<file path="src/hdl/tdc_pkg.sv">
`timescale 1ns / 1ps

package tdc_pkg;

  // Item functions
  localparam logic [1:0] FUNC_READ  = 2'd0;
  localparam logic [1:0] FUNC_WRITE = 2'd1;
  localparam logic [1:0] FUNC_PIXEL = 2'd2;
  localparam logic [1:0] FUNC_GLYPH = 2'd3;

  // D5 page decode
  localparam logic [15:0] ADDR_BANK  = 16'hD508;
  localparam logic [15:0] ADDR_SEL   = 16'hD580;
  localparam logic [15:0] ADDR_DATA  = 16'hD581;
  localparam logic [15:0] ADDR_SCR_A = 16'hD583;
  localparam logic [15:0] ADDR_SCR_B = 16'hD585;

  // Register file
  localparam int REG_COUNT = 64;
  localparam int REG_AW    = 6;

  localparam logic [REG_AW-1:0] REG_SEL       = 6'h00;
  localparam logic [REG_AW-1:0] REG_CUR_TOP   = 6'h0A;
  localparam logic [REG_AW-1:0] REG_CUR_BOT   = 6'h0B;
  localparam logic [REG_AW-1:0] REG_START_HI  = 6'h0C;
  localparam logic [REG_AW-1:0] REG_START_LO  = 6'h0D;
  localparam logic [REG_AW-1:0] REG_CUR_HI    = 6'h0E;
  localparam logic [REG_AW-1:0] REG_CUR_LO    = 6'h0F;
  localparam logic [REG_AW-1:0] REG_UPD_HI    = 6'h12;
  localparam logic [REG_AW-1:0] REG_UPD_LO    = 6'h13;

  // Cursor mode field (bits 6:5 of the cursor top register): this code hides it
  localparam logic [1:0] CUR_MODE_OFF = 2'b01;

  localparam logic [7:0] READ_UNMAPPED = 8'hFF;

  // Glyph store
  localparam int GLYPH_DEPTH = 4096;
  localparam int GLYPH_AW    = 12;

  // Display position width
  localparam int POS_W = 14;

  typedef struct packed {
    logic load;
    logic clr_wr;
    logic div;
    logic rem;
    logic pos;
    logic mod1;
    logic mod2;
    logic scr_rd;
    logic scr_wr;
    logic carry;
    logic glyph_rd;
    logic glyph_wr;
    logic reg_rd;
    logic reg_wr;
    logic sel_wr;
    logic bank_wr;
    logic finish;
  } tdc_cmd_t;

  typedef struct packed {
    logic [1:0] func;
    logic       is_bank;
    logic       is_sel;
    logic       is_data;
    logic       is_scr;
    logic       row_ok;
    logic       clr_last;
  } tdc_stat_t;

endpackage

</file>
<file path="src/hdl/tdc_ctrl.sv">
`timescale 1ns / 1ps

module tdc_ctrl (
  input  logic              clk_i,
  input  logic              rst_ni,
  input  logic              start_i,
  input  tdc_pkg::tdc_stat_t stat_i,
  output tdc_pkg::tdc_cmd_t  cmd_o,
  output logic              busy_o,
  output logic              done_o
);
  import tdc_pkg::*;

  localparam logic [3:0] ST_CLEAR = 4'd0;
  localparam logic [3:0] ST_IDLE  = 4'd1;
  localparam logic [3:0] ST_DEC   = 4'd2;
  localparam logic [3:0] ST_DIV   = 4'd3;
  localparam logic [3:0] ST_REM   = 4'd4;
  localparam logic [3:0] ST_POS   = 4'd5;
  localparam logic [3:0] ST_MOD1  = 4'd6;
  localparam logic [3:0] ST_MOD2  = 4'd7;
  localparam logic [3:0] ST_SRD   = 4'd8;
  localparam logic [3:0] ST_GRD   = 4'd9;
  localparam logic [3:0] ST_SWR   = 4'd10;
  localparam logic [3:0] ST_RRD   = 4'd11;
  localparam logic [3:0] ST_WR    = 4'd12;
  localparam logic [3:0] ST_GWR   = 4'd13;
  localparam logic [3:0] ST_FIN   = 4'd14;

  logic [3:0] state_q, state_d;
  logic       done_q;

  always_comb begin
    cmd_o   = '0;
    state_d = state_q;
    case (state_q)
      ST_CLEAR: begin
        cmd_o.clr_wr = 1'b1;
        if (stat_i.clr_last) begin
          state_d = ST_IDLE;
        end
      end
      ST_IDLE: begin
        if (start_i) begin
          cmd_o.load = 1'b1;
          state_d    = ST_DEC;
        end
      end
      ST_DEC: begin
        case (stat_i.func)
          FUNC_READ: begin
            if (stat_i.is_data) begin
              state_d = ST_RRD;
            end else if (stat_i.is_scr) begin
              state_d = ST_MOD1;
            end else begin
              state_d = ST_FIN;
            end
          end
          FUNC_WRITE: begin
            state_d = stat_i.is_scr ? ST_MOD1 : ST_WR;
          end
          FUNC_PIXEL: state_d = ST_DIV;
          default:    state_d = ST_GWR;
        endcase
      end
      ST_DIV: begin
        cmd_o.div = 1'b1;
        state_d   = ST_REM;
      end
      ST_REM: begin
        cmd_o.rem = 1'b1;
        state_d   = ST_POS;
      end
      ST_POS: begin
        cmd_o.pos = 1'b1;
        state_d   = stat_i.row_ok ? ST_MOD1 : ST_FIN;
      end
      ST_MOD1: begin
        cmd_o.mod1 = 1'b1;
        state_d    = ST_MOD2;
      end
      ST_MOD2: begin
        cmd_o.mod2 = 1'b1;
        state_d    = (stat_i.func == FUNC_WRITE) ? ST_SWR : ST_SRD;
      end
      ST_SRD: begin
        cmd_o.scr_rd = 1'b1;
        cmd_o.carry  = (stat_i.func == FUNC_READ);
        state_d      = (stat_i.func == FUNC_PIXEL) ? ST_GRD : ST_FIN;
      end
      ST_GRD: begin
        cmd_o.glyph_rd = 1'b1;
        state_d        = ST_FIN;
      end
      ST_SWR: begin
        cmd_o.scr_wr = 1'b1;
        state_d      = ST_FIN;
      end
      ST_RRD: begin
        cmd_o.reg_rd = 1'b1;
        state_d      = ST_FIN;
      end
      ST_WR: begin
        cmd_o.bank_wr = stat_i.is_bank;
        cmd_o.sel_wr  = stat_i.is_sel;
        cmd_o.reg_wr  = stat_i.is_data;
        state_d       = ST_FIN;
      end
      ST_GWR: begin
        cmd_o.glyph_wr = 1'b1;
        state_d        = ST_FIN;
      end
      ST_FIN: begin
        cmd_o.finish = 1'b1;
        state_d      = ST_IDLE;
      end
      default: begin
        state_d = ST_IDLE;
      end
    endcase
  end

  always_ff @(posedge clk_i or negedge rst_ni) begin
    if (!rst_ni) begin
      state_q <= ST_CLEAR;
      done_q  <= 1'b0;
    end else begin
      state_q <= state_d;
      done_q  <= (state_q == ST_FIN);
    end
  end

  assign busy_o = (state_q != ST_IDLE);
  assign done_o = done_q;

endmodule

</file>
<file path="config.mk">
export PLATFORM = sky130hd
export DESIGN_NAME = tdc_ctrl
export DESIGN_NICKNAME = d
export VERILOG_FILES = /design/src/hdl/tdc_pkg.sv /design/src/hdl/tdc_ctrl.sv
export SDC_FILE = /design/constraint.sdc
export NUM_CORES = 1
export LEC_CHECK = 0
export BUFFER_PORTS_ARGS = -buffer_cell sky130_fd_sc_hd__buf_2
export CAP_MARGIN = 20
export CORE_AREA = 2 2 39 41
export CTS_CLUSTER_SIZE = 25
export DETAILED_ROUTE_END_ITERATION = 8
export DIE_AREA = 0 0 41 43
export PLACE_DENSITY_LB_ADDON = 0.05
export SETUP_SLACK_MARGIN = 0.15
export SLEW_MARGIN = 10
export SYNTH_ARGS = -nofsm -noshare
export SYNTH_HDL_FRONTEND = slang
export SYNTH_SLANG_ARGS = --single-unit
</file>
<file path="constraint.sdc">
create_clock -name clk_i -period 2.7 [get_ports clk_i]
set_input_delay 0.54 -clock clk_i [delete_from_list [all_inputs] [get_ports clk_i]]
set_output_delay 0.54 -clock clk_i [all_outputs]
set_load 0.02 [all_outputs]
</file>
**Word level (Yosys, flattened, before mapping)**

Index checks and enable logic that the tools add are counted.

- Equal/unequal tests: 19
- Divide/modulo/power cells: 0
- Order comparisons: 0
- Bitwise operators: 0
- $add $sub $neg: 0
- Reduce and logical (&&, ||, !) cells: 4
- $mul: 0
- Shifts and indexed selects: 0
- Multiplexer cells: 26

Operators with widths:

| operator | count |
|---|---|
| $pmux W4 S10 | 1 |
| $eq A4 B4 Y1 const B | 7 |
| $mux W4 | 6 |
| $eq A4 B3 Y1 const B | 4 |
| $mux W1 | 15 |
| $pmux W4 S3 | 1 |
| $eq A4 B2 Y1 const B | 2 |
| $mux W3 | 2 |
| $reduce_or A5 Y1 | 1 |
| $eq A4 B1 Y1 const B | 1 |
| $logic_not A4 Y1 | 1 |
| $ne A2 B2 Y1 const B | 2 |
| $ne A4 B1 Y1 const B | 1 |
| $eq A2 B1 Y1 const B | 1 |
| $eq A2 B2 Y1 const B | 1 |
| $logic_not A2 Y1 | 1 |
| $mux W2 | 1 |
| $reduce_and A2 Y1 | 1 |

- ROM bits: 0
- Bits in writable memories: 0
- Memories kept: 0
- Latch bits: 0
- Bits in registers: 5
- Word-level logic and storage cells: 51
- Bits of input ports: 11

**Longest topological paths before layout**

Gate-level depths: netlist of run 1.

- Depth after elaboration: 4
- Mapped depth: 5
- Mapped depth without buffers: 4

**Worst setup path after synthesis of run 1**

No wires, ideal clock.

- Path type: register to output
- Start point: reg state_q[2]
- End point: out cmd_o[7] (netlist name)
- Arrival: 1.771 ns
- Path buffers: 0
- Required time: 2.160 ns
- Path slack: 0.389 ns
- Cell stages (with the launch flop): 4
- Cells stage by stage: dfrtp_1 > nand2b_1 > nor3_1 > nor3b_1

RTL lines:

| what | line | RTL |
|---|---|---|
| start, declared | tdc_ctrl.sv:30 | `logic [3:0] state_q, state_d;` |
| start signal, assigned | tdc_ctrl.sv:129 | `state_q <= state_d;` |
| end, declared | tdc_ctrl.sv:8 | `output tdc_pkg::tdc_cmd_t cmd_o,` |

==> results of run 1 <==
==> power by group <==
| group | total [mW] | leakage [nW] | internal, mW | switching (mW) |
|---|---|---|---|---|
| Clock | 0.0859 | 0.0150 | 0.0558 | 0.0301 |
| Sequential | 0.230 | 0.0606 | 0.112 | 0.118 |
| Combinational | 0.440 | 0.273 | 0.181 | 0.259 |
==> worst register-to-register path, stage by stage (launching register included) <==
cell and delay, ps:
dfrtp_1 530, or4b_1 550, a21oi_1 150, a211oi_1 90
o31a_1 330
==> metrics by stage <==
step	setup slack (ps)	power, mW
floorplan	389	0.551
detailed placement	686	0.669
finish	394	0.756
global placement	708	0.671
global route	212	0.828
CTS	403	0.759
==> cells in the final DEF, fill, tap and decap left out, types with 2 or more instances in the layout <==
| master | count |
|---|---|
| and3_1 | 4 |
| a31oi_1 | 2 |
| a21oi_1 | 3 |
| a22oi_1 | 2 |
| buf_2 | 29 |
| clkbuf_4 | 3 |
| nor2_1 | 13 |
| nand2b_1 | 6 |
| nor2b_1 | 2 |
| nand2_1 | 4 |
| inv_1 | 4 |
| dfrtp_1 | 5 |
| nor3_1 | 4 |
| o21bai_1 | 2 |
| a211oi_1 | 2 |
==> layout make-up <==
class / count / area, µm²
multi-input combinational: 57 / 332
sequential: 5 / 125
tap: 16 / 20.0
timing repair buffer: 29 / 145
inverter: 4 / 15.0
clock buffer: 4 / 26.3
fill: 165 / 721
==> flip-flops by register name, summed over array words and instances (netlist names) <==
name	cells
done_o	1
state_q	4
==> cell families (layout without fill, tap and decap cells) <==
kind of cell | Yosys count | count (layout)
AO/OA/AOI/OAI | 17 | 17
flip-flops | 5 | 5
multiplexers | 1 | 1
AND/OR/NAND/NOR | 39 | 39
buffers and inverters | 9 | 37
==> layer usage <==
| layer | vias to the layer above | part of all wire [%] | wire (µm) |
|---|---|---|---|
| met2 | 22 | 44 | 555 |
| met4 | 0 | 0 | 0 |
| li1 | 308 | - | - |
| met3 | 0 | 7.3 | 92 |
| met1 | 269 | 49 | 615 |
| met5 | - | 0 | 0 |
==> path summary, 6_finish.rpt <==
check,start,slack (ps),to,cells past startpoint
max in group asynchronous,rst_ni,2470,done_o,1
worst min register to register,state_q[3],750,state_q[2],1
min in group clk_i,stat_i[0],530,state_q[0],3
worst max-delay path,state_q[2],390,cmd_o[7],4
worst max register to register,state_q[2],930,state_q[1],4
worst min-delay path,rst_ni,100,state_q[0],1
==> impl_metrics.py, run 1 <==
metrics = {
    "die": {
        "die-area_um2": 1760,
        "io_pins": 30,
        "fp.dieH_um": 43,
        "num_rows": 14,
        "start_util_pct": 35.5,
        "core_um2": 1380,
        "fp.dieW_um": 41,
    },
    "logic_synthesis": {
        "yosys-top-cells-area": "dfrtp_1 (25%), nor2_1 (9.9%), nand2b_1 (7.6%)",
        "syn_nets": 82,
        "seq_area_frac_synth_pct": 25.4,
        "async_flop_share_pct": 100,
        "synth-edff-count": 0,
        "synthesis.instances": 71,
        "yosysTopAreaCell": "dfrtp_1",
        "synth_warnings": 0,
        "synth-compound-area-share_pct": 24.2,
        "ys_ff_latch": 5,
        "yosysTopAreaCellShare_pct": 25.4,
        "synth_flop_cell": "dfrtp_1",
        "synth_adder_area_share_pct": 0,
        "yosysMostFrequentCell": "nor2_1",
        "syn_area_um2": 492,
        "synthMuxAreaShare_pct": 2.04,
        "synth_top_family_by_area": "simple AND/OR/NAND/NOR gates",
        "synth.avg_cell_area_um2": 6.93,
        "synth.distinct_cells": 28,
        "synthTopCellsByCount": "nor2_1 (13), nand2b_1 (6), dfrtp_1 (5)",
        "synth-simple-area-share_pct": 41.2,
        "synth-xor-area-share_pct": 0,
    },
    "grt": {
        "grt_pass1_wl_mm": 1.97,
        "grt_busiest_layer": "met2",
        "use_met3_pct": 6.28,
        "grt_overflow": 0,
        "use_met2_pct": 24.7,
        "grt_max_degree": 18,
        "track_usage_pct": 16.1,
        "grt_util_met1_pct": 19.9,
        "grt_antenna_before_repair": 0,
        "grt_pass1_vias": 483,
    },
    "timing": {
        "tns_ps": 0,
        "fin_crit_ps": 2310,
        "holdWs_ps": 102,
        "max_slew_margin_pct": 67.1,
        "slew_viol_final": 0,
        "setup_viol": 0,
        "worst_pin_slew_ps": 493,
        "period_share_pct": 85.4,
        "hold_violations": 0,
        "rsz0062_at_grt": "false",
        "timing.fmax_mhz": 434,
        "skew_ps": 1.12,
    },
    "setup_path": {
        "crit_family": "simple AND/OR/NAND/NOR gates",
        "max_stage_delay_ps": 530,
        "path_cells": "nand2b_1, nor3_1, nor3b_1, buf_2",
        "critPathKind": "register to output port",
        "crit_path_start_kind": "register",
        "required_ps": 2160,
        "end_kind": "output port",
        "cp_num_buf_inv": 1,
        "crit_slowest_cell": "dfrtp_1",
        "worst_ep_arrival_time_ps": 1770,
        "critPathMaxFanout": 16,
    },
    "final_layout": {
        "final_layout_size_suffix_gt1_share_pct": 32.3,
        "area_growth_pct": 34.9,
        "fin_nets": 111,
        "finalInstanceArea_um2": 663,
        "final_cells": 115,
        "diodes": 0,
        "final_util_pct": 47.9,
    },
    "run_status": {
        "status": "finished, final reports clean",
    },
    "power": {
        "vdd.ir_drop.worst_v": 0.000678,
        "power.leakage_nw": 0.349,
        "p_per_area_nw_per_um2": 1140,
    },
    "detailed_routing": {
        "drtIter0Drc": 18,
        "first_pass_iters": 6,
        "drc": 0,
        "dr_total_vias": 599,
        "wl_per_cell_um": 11.0,
        "avgViaCountPerCell": 5.21,
        "ant_nets": 0,
        "wl_mm": 1.26,
    },
    "placement": {
        "dp.final_hpwl_um": 937,
        "dpl_cell_area_um2": 637,
        "dp_cells": 111,
        "portBuffers": 29,
        "gp_congestion": 0.763,
    },
    "clock_network": {
        "cts-buffers-inserted": 3,
        "cts-root-buf": "clkbuf_4",
        "cts_max_level": 1,
        "clockBufferDepth": 2,
        "cts_tree": "built",
        "clkSlewWorstSetupHoldPaths_ps": 40,
        "cts_resized": 0,
        "cts_setup_buffers": 0,
        "cts-hold-fix-buffers": 0,
        "cts_sinks": 5,
        "clock_latency_ps": 240,
    },
    "job": {
        "maxCapViolCount": 0,
    },
    "hold_path": {
        "min_path_type": "primary input to asynchronous set/reset pin",
    },
}
No activity file was read; power rests on OpenSTA's default activity.
==> inputs of run 2 (changes only) <==
--- a/config.mk
+++ b/config.mk
@@ -11,7 +11,7 @@
 export CTS_CLUSTER_SIZE = 25
 export DETAILED_ROUTE_END_ITERATION = 8
 export DIE_AREA = 0 0 41 43
-export PLACE_DENSITY_LB_ADDON = 0.05
+export PLACE_DENSITY = 0.72
 export SETUP_SLACK_MARGIN = 0.15
 export SLEW_MARGIN = 10
 export SYNTH_ARGS = -nofsm -noshare
==> run 2 against run 1 <==
Register-to-register slack barely moved. Highest routed layer unchanged. Die area stayed put. Sequential power fell by 3%. Count of clock-buffer cells in the layout did not move.
==> impl_metrics.py, run 2 (synthesis gave the netlist of run 1 again) <==
metrics = {
    "run_status": {
        "status": "finished, final reports clean",
    },
    "power": {
        "clockPowerShare_pct": 11.3,
        "intPower_mw": 0.349,
        "power.leakage_nw": 0.349,
        "pwr-share-comb_pct": 58.8,
        "seq_power_share_pct": 29.8,
        "p_per_area_nw_per_um2": 1130,
        "swShare_pct": 53.5,
        "switching_power_mw": 0.401,
        "vdd.ir_drop.worst_v": 0.000530,
    },
    "detailed_routing": {
        "wl_met3_um": 82,
        "drtIter0Drc": 13,
        "wl_mm": 1.19,
        "ant_nets": 0,
        "wl_met2_um": 565,
        "highest_layer": "met3",
        "wl_met1_um": 545,
        "dr_total_vias": 595,
        "wl_per_cell_um": 10.4,
        "first_pass_iters": 4,
        "drc": 0,
        "avgViaCountPerCell": 5.17,
    },
    "timing": {
        "timing.fmax_mhz": 437,
        "rsz0062_at_grt": "false",
        "setup_viol": 0,
        "hold_violations": 0,
        "fin_crit_ps": 2290,
        "period_share_pct": 84.7,
        "slew_viol_final": 0,
        "skew_ps": 1.72,
        "tns_ps": 0,
        "worst_pin_slew_ps": 529,
        "max_slew_margin_pct": 63.8,
    },
    "final_layout": {
        "top_register": "state_q",
        "layout_common_cells": "buf_2 (29), nor2_1 (13), nand2b_1 (6)",
        "multi_input_area_um2": 332,
        "layout_commonest_cell": "buf_2",
        "ff_latch_area_um2": 125,
        "largest_register_ff_count": 4,
        "final_layout_size_suffix_gt1_share_pct": 32.3,
        "final_util_pct": 47.9,
        "fillers": 145,
        "fin_nets": 111,
        "diodes": 0,
        "area_growth_pct": 34.9,
    },
    "die": {
        "core_um2": 1380,
        "fp.dieH_um": 43,
        "start_util_pct": 35.5,
        "io_pins": 30,
        "fp.dieW_um": 41,
        "num_rows": 14,
        "die-area_um2": 1760,
    },
    "clock_network": {
        "cts_tree": "built",
        "cts-buffers-inserted": 3,
        "clockBufferDepth": 2,
        "cts_resized": 0,
        "cts_setup_buffers": 0,
        "clock_latency_ps": 240,
        "cts-root-buf": "clkbuf_4",
        "clkSlewWorstSetupHoldPaths_ps": 40,
        "cts_max_level": 1,
        "cts_sinks": 5,
        "cts-hold-fix-buffers": 0,
    },
    "grt": {
        "grt_pass1_vias": 444,
        "grt_antenna_before_repair": 0,
        "grt_overflow": 0,
        "grt_pass1_wl_mm": 1.88,
        "track_usage_pct": 14.9,
        "grt_max_degree": 18,
    },
    "hold_path": {
        "min_path_type": "primary input to asynchronous set/reset pin",
    },
    "setup_path": {
        "worst_ep_arrival_time_ps": 1750,
        "reg2reg_depth": 4,
        "required_ps": 2160,
        "end_kind": "output port",
        "critPathMaxFanout": 16,
        "critPathKind": "register to output port",
        "crit_path_start_kind": "register",
    },
    "job": {
        "maxCapViolCount": 0,
    },
    "placement": {
        "dp.final_hpwl_um": 929,
        "gp_congestion": 0.846,
        "portBuffers": 29,
    },
}
[run 2: cell counts in the layout (fill, tap and decap cells not counted)]
Identical to the previous run, type by type.
[run 2: worst paths after layout]
kind / from / end / slack, ps
worst max register to register: state_q[2] / state_q[1] / 930
worst min-delay path: rst_ni / state_q[3] / 110
worst min register to register: state_q[3] / state_q[2] / 750
min in group clk_i: stat_i[0] / state_q[0] / 550
worst max-delay path: state_q[2] / cmd_o[7] / 410
max in group asynchronous: rst_ni / done_o / 2460
[run 2: through the flow]
stage	cell area (µm²)	std cells	power (mW)	hold slack (ps)	setup WS, ps
2_1_floorplan	492	71	0.551	244	389
3_3_place_gp	637	111	0.658	355	727
3_5_place_dp	637	111	0.667	359	687
4_1_cts	663	115	0.757	102	418
5_1_grt	663	115	0.833	100	227
6_report	663	115	0.749	107	414
[run 2: final cells by class]
class,count,area share (%)
multi-input cells,57,50.0
repair buffers,29,21.9
clock buffers,4,3.96
well taps,16,3.02
flip-flops and latches,5,18.9
inverters,4,2.26
[run 2: layer usage]
metal / track usage [%] / up-vias
met5: 0 / -
met4: 6.00 / 0
met3: 1.57 / 0
met2: 21.6 / 22
met1: 21.8 / 263
li1: - / 310
[run 2: worst max-delay path, stage by stage, from the launching register on]
cell      delay (ps)
dfrtp_1          520
nand2b_1         290
nor3_1           310
nor3b_1          210
buf_2            190
[run 2: power groups by stage]
stage / sequential (mW) / clock, mW / combinational [mW]
after floorplan: 0.142 / 0 / 0.409
after global placement: 0.222 / 0 / 0.436
after CTS: 0.224 / 0.0886 / 0.444
after detailed placement: 0.225 / 0 / 0.441
final: 0.224 / 0.0849 / 0.441
after global routing: 0.241 / 0.0961 / 0.496
==> inputs of run 3 (changes only) <==
--- a/config.mk
+++ b/config.mk
@@ -5,13 +5,14 @@
 export SDC_FILE = /design/constraint.sdc
 export NUM_CORES = 1
 export LEC_CHECK = 0
+export ABC_AREA = 1
 export BUFFER_PORTS_ARGS = -buffer_cell sky130_fd_sc_hd__buf_2
 export CAP_MARGIN = 20
-export CORE_AREA = 2 2 39 41
+export CORE_MARGIN = 1
+export CORE_UTILIZATION = 38
 export CTS_CLUSTER_SIZE = 25
 export DETAILED_ROUTE_END_ITERATION = 8
-export DIE_AREA = 0 0 41 43
-export PLACE_DENSITY = 0.72
+export PLACE_DENSITY = 0.75
 export SETUP_SLACK_MARGIN = 0.15
 export SLEW_MARGIN = 10
 export SYNTH_ARGS = -nofsm -noshare
==> constraint.sdc (replaced) <==
create_clock -name clk_i -period 2.1 [get_ports clk_i]
set_input_delay 0.42 -clock clk_i [delete_from_list [all_inputs] [get_ports clk_i]]
set_output_delay 0.42 -clock clk_i [all_outputs]
set_load 0.02 [all_outputs]
==> run 3 against run 2 <==
Clock power rose by 35%. Core utilization rose by 7.3 points. Design area rose by 8.3%. Sequential share of layout area fell by 1.4 points. Register-to-register slack got worse by 80 ps. Critical endpoint unchanged.
==> impl_metrics.py, run 3 <==
metrics = {
    "run_status": {
        "status": "finished, final reports clean",
    },
    "logic_synthesis": {
        "synthTopCellsByCount": "nor2_1 (24), inv_1 (18), nand2_1 (18)",
        "synth-compound-area-share_pct": 5.71,
        "synth_adder_area_share_pct": 0,
        "seq_area_frac_synth_pct": 23.8,
        "synth-edff-count": 0,
        "yosysMostFrequentCell": "nor2_1",
        "synthesis.instances": 95,
        "synth_flop_cell": "dfrtp_1",
        "synth-simple-area-share_pct": 54.8,
        "synth.avg_cell_area_um2": 5.53,
        "synth_top_family_by_area": "simple AND/OR/NAND/NOR gates",
        "async_flop_share_pct": 100,
        "syn_area_um2": 526,
        "synth.distinct_cells": 16,
        "synthMuxAreaShare_pct": 0,
        "syn_nets": 106,
        "yosysTopAreaCellShare_pct": 23.8,
        "synth-xor-area-share_pct": 0,
        "ys_ff_latch": 5,
        "yosys-top-cells-area": "dfrtp_1 (24%), nor2_1 (17%), inv_1 (13%)",
        "yosysTopAreaCell": "dfrtp_1",
        "synth_warnings": 0,
    },
    "timing": {
        "setup_viol": 0,
        "period_share_pct": 87.2,
        "fin_crit_ps": 1830,
        "skew_ps": 5.93,
        "timing.fmax_mhz": 546,
        "slew_viol_final": 0,
        "worst_pin_slew_ps": 344,
        "holdWs_ps": 457,
        "tns_ps": 0,
        "hold_violations": 0,
        "rsz0062_at_grt": "false",
        "max_slew_margin_pct": 77.1,
        "fin_ws_ps": 268,
    },
    "clock_network": {
        "cts-root-buf": "clkbuf_4",
        "cts_setup_buffers": 0,
        "clockBufferDepth": 2,
        "cts_sinks": 5,
        "cts_tree": "built",
        "clock_latency_ps": 250,
        "cts_max_level": 1,
        "cts_resized": 0,
        "clkSlewWorstSetupHoldPaths_ps": 50,
        "cts-buffers-inserted": 3,
    },
    "setup_path": {
        "critPathMaxFanout": 7,
        "required_ps": 1680,
        "crit_path_start_kind": "register",
        "r2r-start": "state_q[1]",
        "critPathKind": "register to output port",
        "critPathLaunch": "state_q[2]",
        "end_kind": "output port",
        "worst_ep_arrival_time_ps": 1410,
    },
    "grt": {
        "grt_pass1_wl_mm": 2.26,
        "grt_util_met1_pct": 27.9,
        "grt_antenna_before_repair": 0,
        "use_met2_pct": 35.8,
        "grt_max_degree": 9,
        "grt_pass1_vias": 546,
        "grt_overflow": 0,
        "track_usage_pct": 22.1,
        "use_met3_pct": 6.94,
        "grt_busiest_layer": "met2",
    },
    "final_layout": {
        "layout_commonest_cell": "buf_2",
        "top_register": "state_q",
        "layout_common_cells": "buf_2 (29), nor2_1 (24), inv_1 (18), nand2_1 (18), nand3_1 (13)",
        "fin_nets": 140,
        "final_cells": 143,
        "diodes": 0,
        "finalInstanceArea_um2": 718,
        "largest_register_ff_count": 4,
        "final_layout_size_suffix_gt1_share_pct": 31.3,
        "area_growth_pct": 36.7,
        "final_util_pct": 55.2,
    },
    "power": {
        "power.leakage_nw": 0.479,
        "p_per_area_nw_per_um2": 1410,
        "power_mw": 1.01,
        "vdd.ir_drop.worst_v": 0.000568,
    },
    "hold_path": {
        "min_from": "stat_i[1]",
        "min_path_type": "primary input to register",
    },
    "placement": {
        "portBuffers": 29,
        "dp_cells": 138,
        "dp.final_hpwl_mm": 1.13,
        "dpl_worst_slack_ps": 526,
        "dpl_cell_area_um2": 682,
        "gp_congestion": 0.877,
    },
    "die": {
        "fp.dieH_um": 39.2,
        "fp.dieW_um": 39.2,
        "io_pins": 30,
        "start_util_pct": 40.4,
        "die-area_um2": 1540,
        "num_rows": 13,
        "core_um2": 1300,
    },
    "detailed_routing": {
        "wl_mm": 1.37,
        "drtIter0Drc": 21,
        "wl_per_cell_um": 9.57,
        "drc": 0,
        "avgViaCountPerCell": 4.81,
        "dr_total_vias": 688,
        "ant_nets": 0,
        "first_pass_iters": 4,
    },
    "job": {
        "maxCapViolCount": 0,
    },
}
-- run 3: changes by cell type after synthesis, moves of 4 or more --
cell | previous run | this run
nand2b_1 | 6 | 0
clkbuf_1 | 4 | 0
nor2_1 | 13 | 24
and3_1 | 4 | 0
inv_1 | 4 | 18
nand2_1 | 4 | 18
nand3_1 | 0 | 13
-- run 3: critical path, stage by stage (launching register included) --
cell and delay [ps]:
dfrtp_1 450, inv_1 130, nand2_2 100, inv_1 110
nand2_1 70, nor3_1 120, buf_2 180
-- run 3: what timing repair did --
action,CTS,global route
endpoints found under the setup margin,0,0
hold buffers,1,0
endpoints found under the hold margin,5,0
-- run 3: final cells by class --
cell class,count,area [µm²]
Sequential cell,5,125
Fill cell,147,583
Clock buffer,4,26.3
Tap cell,15,18.8
Multi-Input combinational cell,69,318
Inverter,20,75.1
Timing Repair Buffer,30,155
-- run 3: kinds of logic after synthesis --
logic type             Yosys count
flip-flops                       5
AND/OR/NAND/NOR                 64
AO/OA/AOI/OAI                    5
buffers and inverters           21
-- run 3: layer usage --
layer	share of wire [%]	routed length, µm
met5	0	0
met4	0.88	12
met3	5.7	78
met2	49	670
met1	44	609
-- run 3: path summary, 6_finish.rpt --
check | endpoint | slack, ps | cells after the start
hold / removal | state_q[3] | 460 | 4
setup reg to reg | state_q[1] | 850 | 6
min in group asynchronous | state_q[3] | 520 | 2
max in group asynchronous | state_q[2] | 1440 | 2
setup / recovery | cmd_o[7] | 270 | 6
hold reg to reg | done_o | 700 | 2
-- run 3: power by group --
group	internal (mW)	switching, mW
sequential	0.144	0.0908
combinational	0.215	0.447
clock	0.0720	0.0426
